==> src/dbrf_div.sv <==
`timescale 1ns / 1ps
// ----------------------------------------------------------------------------
// dbrf_div
// Pipelined restoring divider, one quotient bit per stage, for normalization.
// ----------------------------------------------------------------------------
module dbrf_div #(
  parameter int unsigned STATES    = 591,
  parameter int unsigned PROB_BITS = 24
) (
  input  logic                          clk_i,
  input  logic                          rst_ni,
  input  logic                          in_vld_i,
  input  logic [$clog2(STATES)-1:0]     in_addr_i,
  input  logic [PROB_BITS+16:0]         in_num_i,
  input  logic [PROB_BITS+17:0]         den_i,
  output logic                          out_vld_o,
  output logic [$clog2(STATES)-1:0]     out_addr_o,
  output logic [PROB_BITS-1:0]          out_q_o
);

  localparam int unsigned AW   = $clog2(STATES);
  localparam int unsigned PW   = PROB_BITS;
  localparam int unsigned SUMW = PROB_BITS + 18;

  logic            vld_q [PW];
  logic [AW-1:0]   adr_q [PW];
  logic [SUMW-1:0] rem_q [PW];
  logic [PW-1:0]   quo_q [PW];
  logic [SUMW-1:0] rem_d [PW];
  logic [PW-1:0]   quo_d [PW];
  logic [SUMW-1:0] src_rem [PW];
  logic [PW-1:0]   src_quo [PW];

  for (genvar j = 0; j < PW; j++) begin : g_stage
    logic [SUMW:0] t;
    if (j == 0) begin : g_first
      assign src_rem[j] = SUMW'(in_num_i);
      assign src_quo[j] = '0;
    end else begin : g_next
      assign src_rem[j] = rem_q[j-1];
      assign src_quo[j] = quo_q[j-1];
    end
    always_comb begin
      t = {src_rem[j], 1'b0};
      if (t >= {1'b0, den_i}) begin
        rem_d[j] = SUMW'(t - {1'b0, den_i});
        quo_d[j] = {src_quo[j][PW-2:0], 1'b1};
      end else begin
        rem_d[j] = t[SUMW-1:0];
        quo_d[j] = {src_quo[j][PW-2:0], 1'b0};
      end
    end
  end

  always_ff @(posedge clk_i or negedge rst_ni) begin
    if (!rst_ni) begin
      for (int s = 0; s < PW; s++) vld_q[s] <= 1'b0;
    end else begin
      vld_q[0] <= in_vld_i;
      for (int s = 1; s < PW; s++) vld_q[s] <= vld_q[s-1];
    end
  end

  always_ff @(posedge clk_i) begin
    adr_q[0] <= in_addr_i;
    for (int s = 1; s < PW; s++) adr_q[s] <= adr_q[s-1];
    for (int s = 0; s < PW; s++) begin
      rem_q[s] <= rem_d[s];
      quo_q[s] <= quo_d[s];
    end
  end

  assign out_vld_o  = vld_q[PW-1];
  assign out_addr_o = adr_q[PW-1];
  assign out_q_o    = quo_q[PW-1];

endmodule

==> config.mk <==
export PLATFORM = sky130hd
export DESIGN_NAME = dbrf_div
export DESIGN_NICKNAME = d
export VERILOG_FILES = /design/src/dbrf_div.sv
export SDC_FILE = /design/constraint.sdc
export NUM_CORES = 2
export LEC_CHECK = 0
export BUFFER_PORTS_ARGS = -buffer_cell sky130_fd_sc_hd__buf_2
export CAP_MARGIN = 10
export CORE_MARGIN = 2
export CORE_UTILIZATION = 60
export DETAILED_ROUTE_END_ITERATION = 7
export MAX_ROUTING_LAYER = met4
export PLACE_DENSITY = 0.83
export SKIP_LAST_GASP = 1
export SYNTH_ARGS = -nofsm -noshare
export SYNTH_HDL_FRONTEND = slang
export SYNTH_SLANG_ARGS = --single-unit
==> constraint.sdc <==
create_clock -name clk_i -period 8.9 [get_ports clk_i]
set_input_delay 0.445 -clock clk_i [delete_from_list [all_inputs] [get_ports clk_i]]
set_output_delay 0.445 -clock clk_i [all_outputs]
set_load 0.02 [all_outputs]
======== Yosys cells after proc, flatten, opt, wreduce, memory -nomap -nowiden ========
Memory sizes are Yosys's and may differ from the RTL's.
Cells that the tools add are included.
word-level totals
  bits in registers ....................... 24
  bits in writable memories ............... 1824
  bits of input ports ..................... 96
  logic and storage cells ................. 123
  memories kept ........................... 3
cells by class
  add/subtract/negate cells ............... 24
  magnitude comparators ................... 24
  multiplexer cells ....................... 48
memories
  name   words  width  read ports  clocked after Yosys merged registers in  write ports  line  source
  rem_q  24     42     23          0                                        24           27    logic [SUMW-1:0] rem_q [PW];
  quo_q  24     24     24          0                                        24           28    logic [PW-1:0] quo_q [PW];
  adr_q  24     10     24          0                                        24           26    logic [AW-1:0] adr_q [PW];
operators by type and width
  operator                        number
  two-way mux 42 bit              24
  subtractor 42 bit               24
  >= comparator 43 x 42 -> 1 bit  23
  >= comparator 42 bit            1
  two-way mux 1 bit               24

======== Longest topological paths before layout ========
An unclocked memory read counts as a cell.
  depth after elaboration ................. 3
  depth in mapped cells ................... 18

======== Worst setup path before layout ========
Ideal clock, no wire load.
  kind .................................... input to register
  start point ............................. in den_i[0]
  end point ............................... mem rem_q[0][200] (netlist bit)
  library setup time ...................... 0.121 ns
  data arrival time ....................... 5.699 ns
  data required time ...................... 8.779 ns
  setup slack ............................. 3.080 ns
  cell stages on the path ................. 16
  cell sequence ........................... buf_4 > buf_2 > inv_1 > clkbuf_1 > fa_1 > a21o_1 > a21oi_1 > o21ai_0 > a311oi_1 > or3_1 > a31o_2 > o21ai_0 > a311o_1 > a21boi_0 > xnor2_1 > mux2_2
RTL lines
  what                line  source
  start: declaration  15    input logic [PROB_BITS+17:0] den_i,
  end: declaration    27

==> impl_metrics.py <==
metrics = {
    "run_status": {
        "status": "complete, no violations",
    },
    "setup_path": {
        "crit_path_max_incr_delay_ns": 0.56,
        "path_class": "input port to flop",
        "r2r-start": "rem_q[0][84]",
        "worstSetupStartpointType": "input port",
        "reg2reg_slack_ns": 4.50,
        "reg2reg_depth": 12,
        "cp.required_ns": 9.59,
        "r2r-end": "rem_q[0][137]",
        "crit_arrival_ns": 5.66,
        "path_common_cell": "buf_4",
        "cp_max_fo": 36,
        "crit_chain": "buf_2 -> buf_4 -> inv_4 -> buf_4 -> fa_1 -> a211oi_1 -> o211ai_1 -> a221oi_1 -> o2111a_1 -> nor3_1 -> a221o_1 -> a41o_1 -> a221oi_2 -> o21ai_0 -> or4_1 -> and3_1",
        "slowest_stage": "buf_4",
        "timing.critical_path.to": "rem_q[0][80]",
        "endpoint_kind": "flop",
        "cp-startpoint": "den_i[0]",
    },
    "cts": {
        "clk_latency_ns": 0.82,
        "cts_buffers": 166,
        "tritoncts": "done",
        "postCtsSetupBuffers": 0,
        "path_clk_slew_ns": 0.06,
        "cts-root-buf": "clkbuf_16",
        "clk_path_buf_depth": 3,
        "post_cts_resized": 0,
        "cts.sink_count": 1530,
        "h-tree-depth": 4,
    },
    "timing": {
        "worstMarginPinSlew_ns": 1.24,
        "hold_violations": 0,
        "worst_hold_slack_ns": 0.0784,
        "tns_ns": 0,
        "grt_setup_unrepaired": "false",
        "fin_skew_ns": 0.0512,
        "max-slew-margin-rel_pct": 17.6,
        "slew_violations": 0,
        "fmax_mhz": 202,
        "setup_ws_ns": 3.94,
        "min_period_ns": 4.96,
        "finalSetupViolCount": 0,
        "fin_crit_sh_pct": 55.8,
    },
    "routing": {
        "ant_nets": 0,
        "viasPerCell": 6.33,
        "dr.pass1.iters": 6,
        "finalWirelength_um": 285000,
        "drc": 0,
        "via_count": 80400,
        "drt_iter0_drc": 7518,
        "post_drt_wl_per_cell_um": 22.4,
    },
    "power": {
        "power_w": 0.0469,
        "p_leak_nw": 45.2,
        "power.density_mw_per_mm2": 463,
        "ir_drop_mv": 0.232,
    },
    "grt": {
        "track_usage_pct": 35.9,
        "overflow": 0,
        "grt_max_degree": 74,
        "grt_pass1_vias": 75100,
        "grt_pass1_wl_um": 429000,
        "antenna_found_initial": 12,
    },
    "synthesis": {
        "ys.flop_type": "dfxtp_1",
        "yosysWarningCount": 0,
        "post_synth.cell_area_avg_sq_um": 8.90,
        "syn_inst": 10400,
        "synth_seq_cells": 1530,
        "synth.cell_area_sq_mm": 0.0925,
        "synth_nets": 11500,
        "ys_seq_area_share_pct": 33.2,
        "ys_async_sr_fraction_pct": 1.57,
        "ys_types": 105,
        "synth_edf_count": 0,
    },
    "die": {
        "start_util_pct": 60.2,
        "dieArea_sq_mm": 0.157,
        "core-area_sq_mm": 0.154,
        "io_pins": 131,
        "die_y_um": 397,
        "die_w_um": 397,
        "rows": 144,
    },
    "place": {
        "io_buffer_count": 130,
        "place.gp.congestion": 1.04,
        "dp_hpwl_um": 206000,
        "dp_slack_ns": 3.24,
    },
    "cells_and_area": {
        "drive_gt1_share_pct": 10.3,
        "postLayoutCoreUtil_pct": 65.9,
        "fin_nets": 11600,
        "area_growth_pct": 9.51,
        "layout_common_cells": "1,506 x dfxtp_1, 1,085 x a21oi_1, 1,007 x ha_1",
        "nFillCells": 12500,
        "final_common_cell": "dfxtp_1",
    },
    "flow_run": {
        "drv_cap": 0,
    },
    "worst_hold_path": {
        "hold_class": "input port to flop",
        "whs_path_depth": 3,
    },
}
## synth_stat cells, types with 35 or more instances
cell type | number | area [sq um]
mux2_2 | 431 | 4850
nand2_1 | 808 | 3030
a21o_1 | 603 | 4530
and2_1 | 53 | 332
nand4_1 | 181 | 1130
nand3_1 | 192 | 961
a31oi_1 | 117 | 732
clkbuf_1 | 229 | 860
nor2_1 | 652 | 2450
a21oi_1 | 1086 | 5440
buf_2 | 63 | 315
nor2b_1 | 121 | 757
nor4_1 | 39 | 244
o21a_1 | 124 | 931
xor2_1 | 345 | 3020
o21bai_1 | 142 | 1070
nor3_1 | 117 | 586
inv_1 | 286 | 1070
and3_1 | 120 | 751
o31ai_1 | 52 | 390
xnor2_1 | 505 | 4420
dfxtp_1 | 1506 | 30100
a211oi_1 | 85 | 638
or3_1 | 35 | 219
nand2b_1 | 105 | 657
ha_1 | 1007 | 12600
o211ai_1 | 50 | 375
o21ai_0 | 688 | 3440
## sequential cells by signal, summed over array words and instances (netlist names)
signal,count
out_vld_o,1
quo_q,300
rem_q,966
vld_q,23
adr_q,240
## layer usage
| metal | GRT usage, % | share of wire [%] | vias up |
|---|---|---|---|
| met1 | 46.2 | 42 | 37500 |
| met2 | 51.6 | 41 | 3866 |
| li1 | - | - | 38100 |
| met4 | 23.5 | 7.4 | 0 |
| met3 | 6.31 | 9.6 | 887 |
| met5 | - | 0 | - |
## layout make-up
cell class	count	area (sq um)	area share, %
diodes	9	22.5	0.0222
clock buffers	212	4560	4.50
clock inverters	96	1360	1.34
inverters	288	1080	1.07
multi-input cells	8253	59300	58.5
flip-flops and latches	1530	30700	30.3
well taps	2044	2560	2.52
repair buffers	252	1700	1.67
## report_power, final
part | total (W) | internal, W | switching, W
Combinational | 0.0270 | 0.0119 | 0.0150
Clock | 0.00732 | 0.00431 | 0.00302
Sequential | 0.0126 | 0.0101 | 0.00247
Total | 0.0469 | 0.0264 | 0.0205
## through the flow
stage          instances  instance area (sq um)
6_report           12700                 101000
5_1_grt            12700                 101000
4_1_cts            12700                 101000
3_5_place_dp       12300                  94900
3_3_place_gp       12300                  94900
2_1_floorplan      10400                  92500
## kinds of logic (layout without fill, tap and decap cells)
group / after synthesis / in the layout / share of synthesized area [%]
DFF: 1530 / 1530 / 33.2
xor gates and xnor gates: 850 / 850 / 8.04
adders and majority gates: 1030 / 1030 / 14.1
other: 0 / 9 / 0
AOI/OAI and AO/OA: 3333 / 3333 / 22.7
buffers and inverters: 615 / 848 / 2.78
muxes: 485 / 485 / 6.00
and+or+nand+nor: 2555 / 2555 / 13.1
## worst max-delay path, delay by kind of cell
kind | cells | cell delay (ns)
adder cells (fa/ha/maj) | 1 | 0.55
buffers and inverters | 4 | 1.50
AND/OR/NAND/NOR | 3 | 0.68
AO/OA/AOI/OAI | 8 | 2.42
## how the worst min path moves through the flow
stage,start,to,slack [ns]
4_1_cts,in_num_i[0],rem_q[0][1],0.03
2_1_floorplan,rst_ni,out_vld_o,0.15
3_5_place_dp,adr_q[0][18],adr_q[0][28],0.31
5_1_grt,den_i[1],rem_q[0][1],0.05
3_3_place_gp,adr_q[1][46],adr_q[1][56],0.31
6_report,den_i[1],rem_q[0][1],0.08
## repair_timing
item / CTS / global route
endpoints found under the hold margin: 75 / 0
endpoints found under the setup margin: 0 / 0
hold buffers: 52 / 0
Note: power is estimated with default switching activity, not from simulation.
